File: config.mk
export PLATFORM = sky130hd
export DESIGN_NAME = tracking_error_fuzzifier_core_flat
export DESIGN_NICKNAME = d
export VERILOG_FILES = /design/src/rtl/tef_pkg.sv /design/src/rtl/tef_if.sv /design/src/rtl/tef_front.sv /design/src/rtl/tef_cell.sv /design/src/rtl/tef_tail.sv /design/src/rtl/tracking_error_fuzzifier_core.sv /design/src/flat_wrapper.sv
export SDC_FILE = /design/constraint.sdc
export NUM_CORES = 2
export LEC_CHECK = 0
export BUFFER_PORTS_ARGS = -buffer_cell sky130_fd_sc_hd__buf_2
export CORE_UTILIZATION = 30
export CTS_CLUSTER_SIZE = 24
export DETAILED_ROUTE_END_ITERATION = 8
export HOLD_SLACK_MARGIN = 0.03
export SETUP_SLACK_MARGIN = 0.02
export SYNTH_ARGS = -nofsm -noshare
export SYNTH_HDL_FRONTEND = slang
export SYNTH_HIERARCHICAL = 1
export SYNTH_SLANG_ARGS = --single-unit
File: constraint.sdc
create_clock -name clock -period 11.05 [get_ports clock]
set_input_delay 2.21 -clock clock [delete_from_list [all_inputs] [get_ports clock]]
set_output_delay 2.21 -clock clock [all_outputs]
set_load 0.1 [all_outputs]
File: src/rtl/tef_pkg.sv
// ----------------------------------------------------------------------------
// tef_pkg - shared types and constants of the tracking error fuzzifier
// Widths, ramp constants, the distance membership table and the data word
// that walks down the square root cell chain.
// ----------------------------------------------------------------------------
package tef_pkg;

   // field widths
   localparam int POS_BITS  = 16;
   localparam int FRAC_BITS = 15;
   localparam int HEAD_BITS = 15;
   localparam int HERR_W    = HEAD_BITS + 1;
   localparam int DIST_W    = POS_BITS + 1;
   localparam int MEM_W     = FRAC_BITS + 1;

   // full membership
   localparam logic [MEM_W-1:0] ONE = MEM_W'(1) << FRAC_BITS;

   // square root datapath
   localparam int ROOT_W    = DIST_W;
   localparam int SUM_W     = 2 * ROOT_W;
   localparam int REM_W     = ROOT_W + 2;
   localparam int NUM_CELLS = ROOT_W;

   // distance ramp: (center - d) / span, tabulated over d < center
   localparam int DIST_CENTER = 80;
   localparam int DIST_SPAN   = 160;
   localparam int DIST_IDX_W  = $clog2(DIST_CENTER);

   // heading ramp: (half turn - |e|) / half turn, half turn = 2^HEAD_SHIFT * HEAD_DIV
   localparam int unsigned HEAD_HALF_TURN = 11520;
   localparam int          HEAD_SHIFT     = 8;
   localparam int unsigned HEAD_DIV       = HEAD_HALF_TURN >> HEAD_SHIFT;
   localparam int          N_W            = $clog2(HEAD_HALF_TURN + 1);
   localparam int          Y_W            = N_W + FRAC_BITS - HEAD_SHIFT;

   // reciprocal of the heading divisor, scaled by 2^Y_W (truncated, so the
   // quotient estimate is low by at most one)
   localparam logic [Y_W-1:0] HEAD_RECIP = Y_W'((longint'(1) << Y_W) / HEAD_DIV);

   typedef logic [MEM_W-1:0] dist_lut_type [DIST_CENTER];

   function automatic dist_lut_type build_dist_lut();
      dist_lut_type lut;
      for (int i = 0; i < DIST_CENTER; i++) begin
         lut[i] = MEM_W'((longint'(DIST_CENTER - i) << FRAC_BITS) / DIST_SPAN);
      end
      return lut;
   endfunction

   localparam dist_lut_type DIST_LUT = build_dist_lut();

   // word handed from cell to cell
   typedef struct packed {
      logic        [SUM_W-1:0]  rad;
      logic        [REM_W-1:0]  rem;
      logic        [ROOT_W-1:0] root;
      logic signed [HERR_W-1:0] herr;
      logic        [Y_W-1:0]    head_num;
      logic        [MEM_W-1:0]  head_quot;
   } cell_data_type;

endpackage

File: src/rtl/tef_if.sv
// ----------------------------------------------------------------------------
// tef_if - request and response channels of the tracking error fuzzifier
// Valid/ready channels; a transaction moves when both are high at a clock edge.
// ----------------------------------------------------------------------------
interface tef_req_if;
   logic                                valid;
   logic                                ready;
   logic signed [tef_pkg::POS_BITS-1:0]  ref_x;
   logic signed [tef_pkg::POS_BITS-1:0]  ref_y;
   logic signed [tef_pkg::HEAD_BITS-1:0] ref_heading;
   logic signed [tef_pkg::POS_BITS-1:0]  robot_x;
   logic signed [tef_pkg::POS_BITS-1:0]  robot_y;
   logic signed [tef_pkg::HEAD_BITS-1:0] robot_heading;

   modport source (
      output valid, ref_x, ref_y, ref_heading, robot_x, robot_y, robot_heading,
      input  ready
   );
   modport sink (
      input  valid, ref_x, ref_y, ref_heading, robot_x, robot_y, robot_heading,
      output ready
   );
endinterface

interface tef_rsp_if;
   logic                             valid;
   logic                             ready;
   logic        [tef_pkg::DIST_W-1:0] distance_error;
   logic signed [tef_pkg::HERR_W-1:0] heading_error;
   logic        [tef_pkg::MEM_W-1:0]  dist_small;
   logic        [tef_pkg::MEM_W-1:0]  dist_large;
   logic        [tef_pkg::MEM_W-1:0]  head_small;
   logic        [tef_pkg::MEM_W-1:0]  head_large;

   modport source (
      output valid, distance_error, heading_error, dist_small, dist_large,
             head_small, head_large,
      input  ready
   );
   modport sink (
      input  valid, distance_error, heading_error, dist_small, dist_large,
             head_small, head_large,
      output ready
   );
endinterface

File: src/rtl/tef_front.sv
// ----------------------------------------------------------------------------
// tef_front - error forming and squaring stages
// Stage one forms |dx|, |dy|, the heading error and the heading ramp numerator;
// stage two squares and sums the offsets and estimates the heading quotient.
// ----------------------------------------------------------------------------
module tef_front (
   input  logic                   clock,
   input  logic                   reset,
   tef_req_if.sink                req,
   output logic                   out_valid,
   input  logic                   out_ready,
   output tef_pkg::cell_data_type out_data
);

   typedef struct packed {
      logic        [tef_pkg::POS_BITS-1:0] dx;
      logic        [tef_pkg::POS_BITS-1:0] dy;
      logic signed [tef_pkg::HERR_W-1:0]   herr;
      logic        [tef_pkg::Y_W-1:0]      head_num;
   } err_type;

   logic    a_valid_ff;
   logic    a_ready;
   err_type a_in;
   err_type a_ff;
   logic    b_valid_ff;
   logic    b_ready;
   tef_pkg::cell_data_type b_in;
   tef_pkg::cell_data_type b_ff;

   logic signed [tef_pkg::POS_BITS:0]     diff_x;
   logic signed [tef_pkg::POS_BITS:0]     diff_y;
   logic        [tef_pkg::HERR_W-1:0]     habs;
   logic        [tef_pkg::N_W-1:0]        head_rest;
   logic        [2*tef_pkg::POS_BITS-1:0] sq_x;
   logic        [2*tef_pkg::POS_BITS-1:0] sq_y;
   logic        [2*tef_pkg::Y_W-1:0]      head_prod;

   // stage handshakes
   assign a_ready   = !a_valid_ff || b_ready;
   assign b_ready   = !b_valid_ff || out_ready;
   assign req.ready = a_ready;
   assign out_valid = b_valid_ff;
   assign out_data  = b_ff;

   // offsets and heading error
   always_comb begin
      diff_x  = (tef_pkg::POS_BITS+1)'(req.ref_x) - (tef_pkg::POS_BITS+1)'(req.robot_x);
      diff_y  = (tef_pkg::POS_BITS+1)'(req.ref_y) - (tef_pkg::POS_BITS+1)'(req.robot_y);
      a_in.dx = diff_x[tef_pkg::POS_BITS] ? tef_pkg::POS_BITS'(-diff_x)
                                          : tef_pkg::POS_BITS'(diff_x);
      a_in.dy = diff_y[tef_pkg::POS_BITS] ? tef_pkg::POS_BITS'(-diff_y)
                                          : tef_pkg::POS_BITS'(diff_y);
      a_in.herr = tef_pkg::HERR_W'(req.ref_heading) - tef_pkg::HERR_W'(req.robot_heading);
      habs      = a_in.herr[tef_pkg::HERR_W-1] ? tef_pkg::HERR_W'(-a_in.herr)
                                               : tef_pkg::HERR_W'(a_in.herr);
      // clamp: beyond a half turn the small heading ramp is zero
      if (32'(habs) < tef_pkg::HEAD_HALF_TURN) begin
         head_rest = tef_pkg::N_W'(tef_pkg::HEAD_HALF_TURN - 32'(habs));
      end else begin
         head_rest = '0;
      end
      a_in.head_num = tef_pkg::Y_W'(head_rest) << (tef_pkg::FRAC_BITS - tef_pkg::HEAD_SHIFT);
   end

   // squares and quotient estimate
   always_comb begin
      sq_x      = a_ff.dx * a_ff.dx;
      sq_y      = a_ff.dy * a_ff.dy;
      head_prod = (2*tef_pkg::Y_W)'(a_ff.head_num) * (2*tef_pkg::Y_W)'(tef_pkg::HEAD_RECIP);
      b_in.rad       = tef_pkg::SUM_W'(sq_x) + tef_pkg::SUM_W'(sq_y);
      b_in.rem       = '0;
      b_in.root      = '0;
      b_in.herr      = a_ff.herr;
      b_in.head_num  = a_ff.head_num;
      b_in.head_quot = head_prod[tef_pkg::Y_W +: tef_pkg::MEM_W];
   end

   // stage valids
   always_ff @(posedge clock) begin
      if (reset) begin
         a_valid_ff <= 1'b0;
         b_valid_ff <= 1'b0;
      end else begin
         if (a_ready) a_valid_ff <= req.valid;
         if (b_ready) b_valid_ff <= a_valid_ff;
      end
   end

   // stage payloads
   always_ff @(posedge clock) begin
      if (a_ready && req.valid) a_ff <= a_in;
      if (b_ready && a_valid_ff) b_ff <= b_in;
   end

endmodule

File: src/rtl/tef_cell.sv
// ----------------------------------------------------------------------------
// tef_cell - one digit of the integer square root
// Shifts two radicand bits into the remainder, tries root*4+1 against it and
// appends one root bit; the side payload passes along unchanged.
// ----------------------------------------------------------------------------
module tef_cell (
   input  logic                   clock,
   input  logic                   reset,
   input  logic                   in_valid,
   output logic                   in_ready,
   input  tef_pkg::cell_data_type in_data,
   output logic                   out_valid,
   input  logic                   out_ready,
   output tef_pkg::cell_data_type out_data
);

   logic                         valid_ff;
   tef_pkg::cell_data_type       data_in;
   tef_pkg::cell_data_type       data_ff;
   logic [tef_pkg::REM_W-1:0]    rem_shift;
   logic [tef_pkg::REM_W-1:0]    trial;
   logic                         fits;

   assign in_ready  = !valid_ff || out_ready;
   assign out_valid = valid_ff;
   assign out_data  = data_ff;

   // restoring digit step
   always_comb begin
      rem_shift = {in_data.rem[tef_pkg::REM_W-3:0],
                   in_data.rad[tef_pkg::SUM_W-1 -: 2]};
      trial     = {in_data.root, 2'b01};
      fits      = rem_shift >= trial;
      data_in      = in_data;
      data_in.rad  = in_data.rad << 2;
      data_in.rem  = fits ? rem_shift - trial : rem_shift;
      data_in.root = {in_data.root[tef_pkg::ROOT_W-2:0], fits};
   end

   always_ff @(posedge clock) begin
      if (reset) begin
         valid_ff <= 1'b0;
      end else if (in_ready) begin
         valid_ff <= in_valid;
      end
   end

   always_ff @(posedge clock) begin
      if (in_ready && in_valid) data_ff <= data_in;
   end

endmodule

File: src/rtl/tef_tail.sv
// ----------------------------------------------------------------------------
// tef_tail - membership stage and response register
// Looks up the distance ramp, corrects the heading quotient estimate, forms
// the complements and holds the result on the response channel.
// ----------------------------------------------------------------------------
module tef_tail (
   input  logic                   clock,
   input  logic                   reset,
   input  logic                   in_valid,
   output logic                   in_ready,
   input  tef_pkg::cell_data_type in_data,
   tef_rsp_if.source              rsp
);

   typedef struct packed {
      logic        [tef_pkg::DIST_W-1:0] distance_error;
      logic signed [tef_pkg::HERR_W-1:0] heading_error;
      logic        [tef_pkg::MEM_W-1:0]  dist_small;
      logic        [tef_pkg::MEM_W-1:0]  dist_large;
      logic        [tef_pkg::MEM_W-1:0]  head_small;
      logic        [tef_pkg::MEM_W-1:0]  head_large;
   } result_type;

   logic                      valid_ff;
   result_type                result_in;
   result_type                result_ff;
   logic [tef_pkg::Y_W-1:0]   quot_times_div;
   logic [tef_pkg::Y_W-1:0]   resid;
   logic [tef_pkg::MEM_W-1:0] ds;
   logic [tef_pkg::MEM_W-1:0] hs;

   assign in_ready = !valid_ff || rsp.ready;
   assign rsp.valid          = valid_ff;
   assign rsp.distance_error = result_ff.distance_error;
   assign rsp.heading_error  = result_ff.heading_error;
   assign rsp.dist_small     = result_ff.dist_small;
   assign rsp.dist_large     = result_ff.dist_large;
   assign rsp.head_small     = result_ff.head_small;
   assign rsp.head_large     = result_ff.head_large;

   // memberships
   always_comb begin
      if (32'(in_data.root) < tef_pkg::DIST_CENTER) begin
         ds = tef_pkg::DIST_LUT[in_data.root[tef_pkg::DIST_IDX_W-1:0]];
      end else begin
         ds = '0;
      end
      // estimate is low by at most one: one compare fixes it
      quot_times_div = tef_pkg::Y_W'(tef_pkg::Y_W'(in_data.head_quot) *
                                     tef_pkg::Y_W'(tef_pkg::HEAD_DIV));
      resid = in_data.head_num - quot_times_div;
      hs    = in_data.head_quot +
              tef_pkg::MEM_W'(32'(resid) >= tef_pkg::HEAD_DIV);
      result_in.distance_error = in_data.root;
      result_in.heading_error  = in_data.herr;
      result_in.dist_small     = ds;
      result_in.dist_large     = tef_pkg::ONE - ds;
      result_in.head_small     = hs;
      result_in.head_large     = tef_pkg::ONE - hs;
   end

   always_ff @(posedge clock) begin
      if (reset) begin
         valid_ff <= 1'b0;
      end else if (in_ready) begin
         valid_ff <= in_valid;
      end
   end

   always_ff @(posedge clock) begin
      if (in_ready && in_valid) result_ff <= result_in;
   end

endmodule

File: src/rtl/tracking_error_fuzzifier_core.sv
// ----------------------------------------------------------------------------
// tracking_error_fuzzifier_core - fuzzification of pose tracking errors
// Takes a reference and a measured pose per request transaction and returns
// the distance and heading errors with their small and large memberships.
//
// Usage:
//   req carries ref_x/ref_y/ref_heading and robot_x/robot_y/robot_heading;
//   rsp carries distance_error, heading_error and four Q1.15 memberships.
//   Every request gives exactly one response, in order.
// Stages: 20 register stages between request and response: two front
//   stages, one cell per root bit (17 cells) and the response register.
// Throughput: one transaction per cycle; every stage is a register with its
//   own valid, so the cell chain takes a new item each cycle unless stalled.
// Stall: when rsp.ready is low the response register holds and stages behind
//   it fill up; empty stages keep taking requests until the chain is full,
//   then req.ready drops. Nothing is lost or repeated.
// Reset: synchronous, clears all stage valids; the block is ready the cycle
//   after reset is released.
// ----------------------------------------------------------------------------
module tracking_error_fuzzifier_core (
   input  logic      clock,
   input  logic      reset,
   tef_req_if.sink   req,
   tef_rsp_if.source rsp
);

   logic                   chain_valid [tef_pkg::NUM_CELLS+1];
   logic                   chain_ready [tef_pkg::NUM_CELLS+1];
   tef_pkg::cell_data_type chain_data  [tef_pkg::NUM_CELLS+1];

   // error forming and squaring
   tef_front u_front (
      .clock     (clock),
      .reset     (reset),
      .req       (req),
      .out_valid (chain_valid[0]),
      .out_ready (chain_ready[0]),
      .out_data  (chain_data[0])
   );

   // square root cell chain, one root bit per cell
   for (genvar k = 0; k < tef_pkg::NUM_CELLS; k++) begin : g_cell
      tef_cell u_cell (
         .clock     (clock),
         .reset     (reset),
         .in_valid  (chain_valid[k]),
         .in_ready  (chain_ready[k]),
         .in_data   (chain_data[k]),
         .out_valid (chain_valid[k+1]),
         .out_ready (chain_ready[k+1]),
         .out_data  (chain_data[k+1])
      );
   end

   // memberships and response register
   tef_tail u_tail (
      .clock    (clock),
      .reset    (reset),
      .in_valid (chain_valid[tef_pkg::NUM_CELLS]),
      .in_ready (chain_ready[tef_pkg::NUM_CELLS]),
      .in_data  (chain_data[tef_pkg::NUM_CELLS]),
      .rsp      (rsp)
   );

endmodule

File: src/flat_wrapper.sv
// flat-port wrapper written by rule: the top's interface ports become plain ports
module tracking_error_fuzzifier_core_flat 
  (clock, reset, req_valid, req_ref_x, req_ref_y, req_ref_heading, req_robot_x, req_robot_y, req_robot_heading, req_ready, rsp_valid, rsp_distance_error, rsp_heading_error, rsp_dist_small, rsp_dist_large, rsp_head_small, rsp_head_large, rsp_ready);
  tef_req_if req_i ();
  tef_rsp_if rsp_i ();
  input  logic clock;
  input  logic reset;
  input wire logic [$bits(req_i.valid)-1:0] req_valid;
  input wire logic [$bits(req_i.ref_x)-1:0] req_ref_x;
  input wire logic [$bits(req_i.ref_y)-1:0] req_ref_y;
  input wire logic [$bits(req_i.ref_heading)-1:0] req_ref_heading;
  input wire logic [$bits(req_i.robot_x)-1:0] req_robot_x;
  input wire logic [$bits(req_i.robot_y)-1:0] req_robot_y;
  input wire logic [$bits(req_i.robot_heading)-1:0] req_robot_heading;
  output wire logic [$bits(req_i.ready)-1:0] req_ready;
  output wire logic [$bits(rsp_i.valid)-1:0] rsp_valid;
  output wire logic [$bits(rsp_i.distance_error)-1:0] rsp_distance_error;
  output wire logic [$bits(rsp_i.heading_error)-1:0] rsp_heading_error;
  output wire logic [$bits(rsp_i.dist_small)-1:0] rsp_dist_small;
  output wire logic [$bits(rsp_i.dist_large)-1:0] rsp_dist_large;
  output wire logic [$bits(rsp_i.head_small)-1:0] rsp_head_small;
  output wire logic [$bits(rsp_i.head_large)-1:0] rsp_head_large;
  input wire logic [$bits(rsp_i.ready)-1:0] rsp_ready;
  assign req_i.valid = req_valid;
  assign req_i.ref_x = req_ref_x;
  assign req_i.ref_y = req_ref_y;
  assign req_i.ref_heading = req_ref_heading;
  assign req_i.robot_x = req_robot_x;
  assign req_i.robot_y = req_robot_y;
  assign req_i.robot_heading = req_robot_heading;
  assign req_ready = req_i.ready;
  assign rsp_valid = rsp_i.valid;
  assign rsp_distance_error = rsp_i.distance_error;
  assign rsp_heading_error = rsp_i.heading_error;
  assign rsp_dist_small = rsp_i.dist_small;
  assign rsp_dist_large = rsp_i.dist_large;
  assign rsp_head_small = rsp_i.head_small;
  assign rsp_head_large = rsp_i.head_large;
  assign rsp_i.ready = rsp_ready;
  tracking_error_fuzzifier_core u_core (.clock(clock), .reset(reset), .req(req_i), .rsp(rsp_i));
endmodule
Word-level counts from Yosys, hierarchy flattened. Memory sizes are Yosys's and may differ from the RTL's. Index checks and enable logic that the tools add are counted. W data, S select, Z words.

Add/subtract/negate cells: 28. $lt $le $gt $ge: 21. Multiply operators: 4. Reductions and logical operators: 60. Bitwise operators: 1. Multiplexer cells: 22.

Operators by type and width (count): $mux W17 (15); $mux W16 (6); $mul A16 B16 Y32 (2); $neg A16 Y16 (3); $sub A16 B16 Y17 (2); $add A32 B32 Y33 (1); $sub A16 B16 Y16 const A (2); $mul A14 B16 Y30 const B (1); $ge A21 B6 Y1 const B (1); $mul A16 B6 Y21 const B (1); $sub A21 B21 Y21 (1); $logic_and A1 B1 Y1 (20); $logic_not A1 Y1 (20); $logic_or A1 B1 Y1 (20); $ge A19 B10 Y1 (1); $ge A19 B11 Y1 (1); $ge A19 B12 Y1 (1); $ge A19 B13 Y1 (1); $ge A19 B14 Y1 (1); $ge A19 B15 Y1 (1); $ge A19 B16 Y1 (1); $ge A19 B17 Y1 (1); $ge A19 B18 Y1 (1); $ge A19 B3 Y1 (1); 31 further kinds (31).

Flip-flop bits (word level): 1724. Memories: 1. Output and inout bits: 99. ROM bits: 2048. Input bits: 98. Logic and storage cells: 272.

Memories: (name not given) (words 128, width 16, rd ports 1, clocked after memory_dff 0, wr ports 0, line tef_tail.sv:44) `ds = tef_pkg::DIST_LUT[in_data.root[tef_pkg::DIST_IDX_W-1:0]];`.

Longest topological paths before layout.
Depth in word-level cells: 22. Depth in mapped cells: 30. Gate-level depth less buffers: 29.

By module. The synthesis kept the hierarchy.

Modules (own cells, without submodules): tef_cell (cells each 309, times used 17, sequential area each 3653.5 µm², area an instance 5009.8 µm²); tef_front (cells each 2697, times used 1, sequential area each 4274.1 µm², area an instance 26703.1 µm²); tef_tail (cells each 691, times used 1, sequential area each 2602.5 µm², area an instance 7175.6 µm²).

Least setup slack after synthesis. Ideal clock, no wire load.

Kind: input to register. Start point: input port rsp_ready. End point: register u_core.u_front.b_ff (netlist bit u_core/u_front/out_data[0]), enable pin. Stages on the path: 20. Data arrival time: 7.990 ns. Required time: 10.524 ns. Path slack: 2.534 ns. Buffers on the path: 0. Library setup time: 0.526 ns. Cells stage by stage: nand2b_1 > nand2b_1 > nand2b_1 > nand2b_1 > nand2b_1 > nand2b_1 > nand2b_1 > nand2b_1 > nand2b_1 > nand2b_1 > nand2b_1 > nand2b_1 > nand2b_1 > nand2b_1 > nand2b_1 > nand2b_1 > nand2b_1 > nand2b_1 > nor2b_1 > nor2b_1.

RTL lines: start, declared (line flat_wrapper.sv:23) `input wire logic [$bits(rsp_i.ready)-1:0] rsp_ready;`; end signal, assigned (line tef_front.sv:93) `if (b_ready && a_valid_ff) b_ff <= b_in;`; end, declared (line tef_front.sv:29) `tef_pkg::cell_data_type b_ff;`.

==> results.cfg <==
[run_status]
outcome = finished, final reports clean

[finish]
fin_nets = 9459
nFillCells = 34100
drive_gt1_share_pct = 11.9
area_growth_pct = 11.4

[timing]
skew_ns = 0.0927
post-route-period-util_pct = 77.2
rsz0062_at_grt = false
max_freq_mhz = 117
setup_viol = 0
slew_headroom_pct = 27.8
worst_pin_slew_ns = 1.08
min_period_ns = 8.53
tns_ns = 0
hold_viol = 0
drv_slew = 0

[critical_path]
critical_path.startpoint = rsp_ready
crit_path_max_fanout = 4
r2r-start = u_core/u_front/a_ff[63]$_DFFE_PP_
cp-end-kind = output port
worstPathRequired_ns = 8.84
reg2reg_to = u_core/u_front/out_data[121]$_DFFE_PP_
crit_path_start_kind = input pin
endpoint = req_ready
r2r_cells = 25
rrSetupSlack_ns = 2.52
worst_ep_arrival_time_ns = 6.32
crit_type = in -> out

[clock_network]
cts.path.max_buffers = 4
tritoncts = yes
post_cts_resized = 0
clk_pin_slew_ns = 0.06
root_buffer = clkbuf_16
htree_levels = 4
postCtsSetupBuffers = 0
clkLatencyLatePin_ns = 0.88
cts_inserted_buffers = 202
clock-sinks = 1981
cts_hold_buf = 0

[synthesis]
syn_area_um2 = 107000
avgSynthCellArea_um2 = 13.5
synth_warnings = 6
synth_cells = 7894

[drt]
drtIter0Drc = 3379
drc = 0
dr_total_vias = 58600
drt_pre_antenna_iters = 6
vias_per_cell = 4.49
wl_per_cell_um = 14.9
antenna_left = 0
wl_mm = 194

[floorplan]
die-area_um2 = 358000
io_pins = 197
die_h_um = 598
core_um2 = 353000
die_w_um = 598
num_rows = 218
initial_core_util_pct = 30.2

[worst_hold_path]
worstHoldPathType = reg -> reg
hold_path_depth = 0

[job]
cap_violations = 0

[global_route]
grt_pass1_wl_mm = 315
antenna_found_initial = 2
grt_max_degree = 80
grt_pass1_vias = 61500
overflow = 0
grt_usage_pct = 10.7

[place]
place_hpwl_mm = 147
io_buffers = 195
gp_congestion = 0.918
## stage by stage
| step | setup WS (ns) | cell area (µm²) | util (%) | hold slack, ns | std cells |
|---|---|---|---|---|---|
| after detailed placement | 2.56 | 112000 | 31.8 | 0.405 | 12700 |
| final | 2.52 | 119000 | 33.6 | 0.328 | 13000 |
| after floorplan | 2.53 | 107000 | - | 0.400 | 7935 |
| after global placement | 2.58 | 112000 | 31.8 | 0.400 | 12700 |
| after CTS | 2.50 | 119000 | 33.6 | 0.311 | 13000 |
| after global routing | 2.09 | 119000 | 33.6 | 0.323 | 13000 |
## state kept, by name, summed over array words and instances, names as in the netlist
register,count
u_core/u_front/out_data,79
u_core/u_front/a_ff,62
u_core/u_tail/rsp.dist_small,8
u_core/u_tail/rsp.heading_error,16
u_core/u_tail/rsp.head_small,16
u_core/u_tail/rsp.distance_error,17
u_core/u_front/a_valid_ff,1
u_core/g_cell.u_cell/out_data,1734
u_core/u_tail/rsp.valid,1
u_core/u_tail/rsp.head_large,15
u_core/g_cell.u_cell/out_valid,17
u_core/u_front/out_valid,1
u_core/u_tail/rsp.dist_large,14
## metal layers
layer,up-vias,global-route usage (%),wire length (µm)
met4,0,3.90,6540
met5,-,0,0
met1,28600,13.1,83500
met2,1295,19.1,96700
li1,28300,-,-
met3,403,1.48,7450
## layout by cell type (no fill, tap or decap), types with 36 or more instances in the layout
cell and instances:
mux2_2 148, buf_2 195, ha_1 736, nand3_1 82
o211ai_1 87, a211oi_1 41, and2_1 160, mux2_4 80
xnor2_1 261, nor2_1 330, xor2_1 150, edfxtp_1 1961
conb_1 43, nand2b_1 57, clkinv_1 38, clkinv_2 36
nand2_1 377, nor3_1 50, o21a_1 69, nand4_1 87
o21bai_1 41, inv_1 1180, o21ai_0 197, nor2b_1 43
fa_1 479, a21oi_1 436, and3_1 38, clkbuf_16 204
## worst max-delay path, stage by stage
cell and delay [ns]:
buf_2 0.09, nand2b_1 0.17, nand2b_1 0.19, nand2b_1 0.18, nand2b_1 0.18, nand2b_1 0.18
nand2b_1 0.18, nand2b_1 0.18, nand2b_1 0.18, nand2b_1 0.19, nand2b_1 0.18, nand2b_1 0.18
nand2b_1 0.18, nand2b_1 0.18, nand2b_1 0.18, nand2b_1 0.18, nand2b_1 0.18, nand2b_1 0.18
nand2b_1 0.19, nor2b_1 0.33, nand2_1 0.13, buf_2 0.31
## area by class of cell
class,instances,area [µm²],share of cell area [%]
clock buffers,235,5220,4.40
multi-input cells,4559,41500,35.0
diodes,3,7.51,0.00632
clock inverters,122,1190,1.00
repair buffers,219,1160,0.974
inverters,1183,4440,3.74
flip-flops and latches,1981,59300,49.9
well taps,4730,5920,4.99
## worst min-delay path by stage
stage / from / endpoint / slack [ns]
floorplan: u_core/u_front/out_data[0]$_DFFE_PP_ / u_core/g_cell[0].u_cell/out_data[0]$_DFFE_PP_ / 0.40
global placement: u_core/g_cell[15].u_cell/out_data[9]$_DFFE_PP_ / u_core/g_cell[16].u_cell/out_data[9]$_DFFE_PP_ / 0.40
detailed placement: u_core/u_front/out_data[99]$_DFFE_PP_ / u_core/g_cell[0].u_cell/out_data[101]$_DFFE_PP_ / 0.40
CTS: u_core/g_cell[5].u_cell/out_data[40]$_DFFE_PP_ / u_core/g_cell[6].u_cell/out_data[40]$_DFFE_PP_ / 0.31
global route: u_core/u_front/out_data[23]$_DFFE_PP_ / u_core/g_cell[0].u_cell/out_data[23]$_DFFE_PP_ / 0.32
finish: u_core/g_cell[5].u_cell/out_data[40]$_DFFE_PP_ / u_core/g_cell[6].u_cell/out_data[40]$_DFFE_PP_ / 0.33
Power is left out: the tool's default activity adds up to more than one toggle a clock period on the data nets, which glitch-free logic cannot reach.
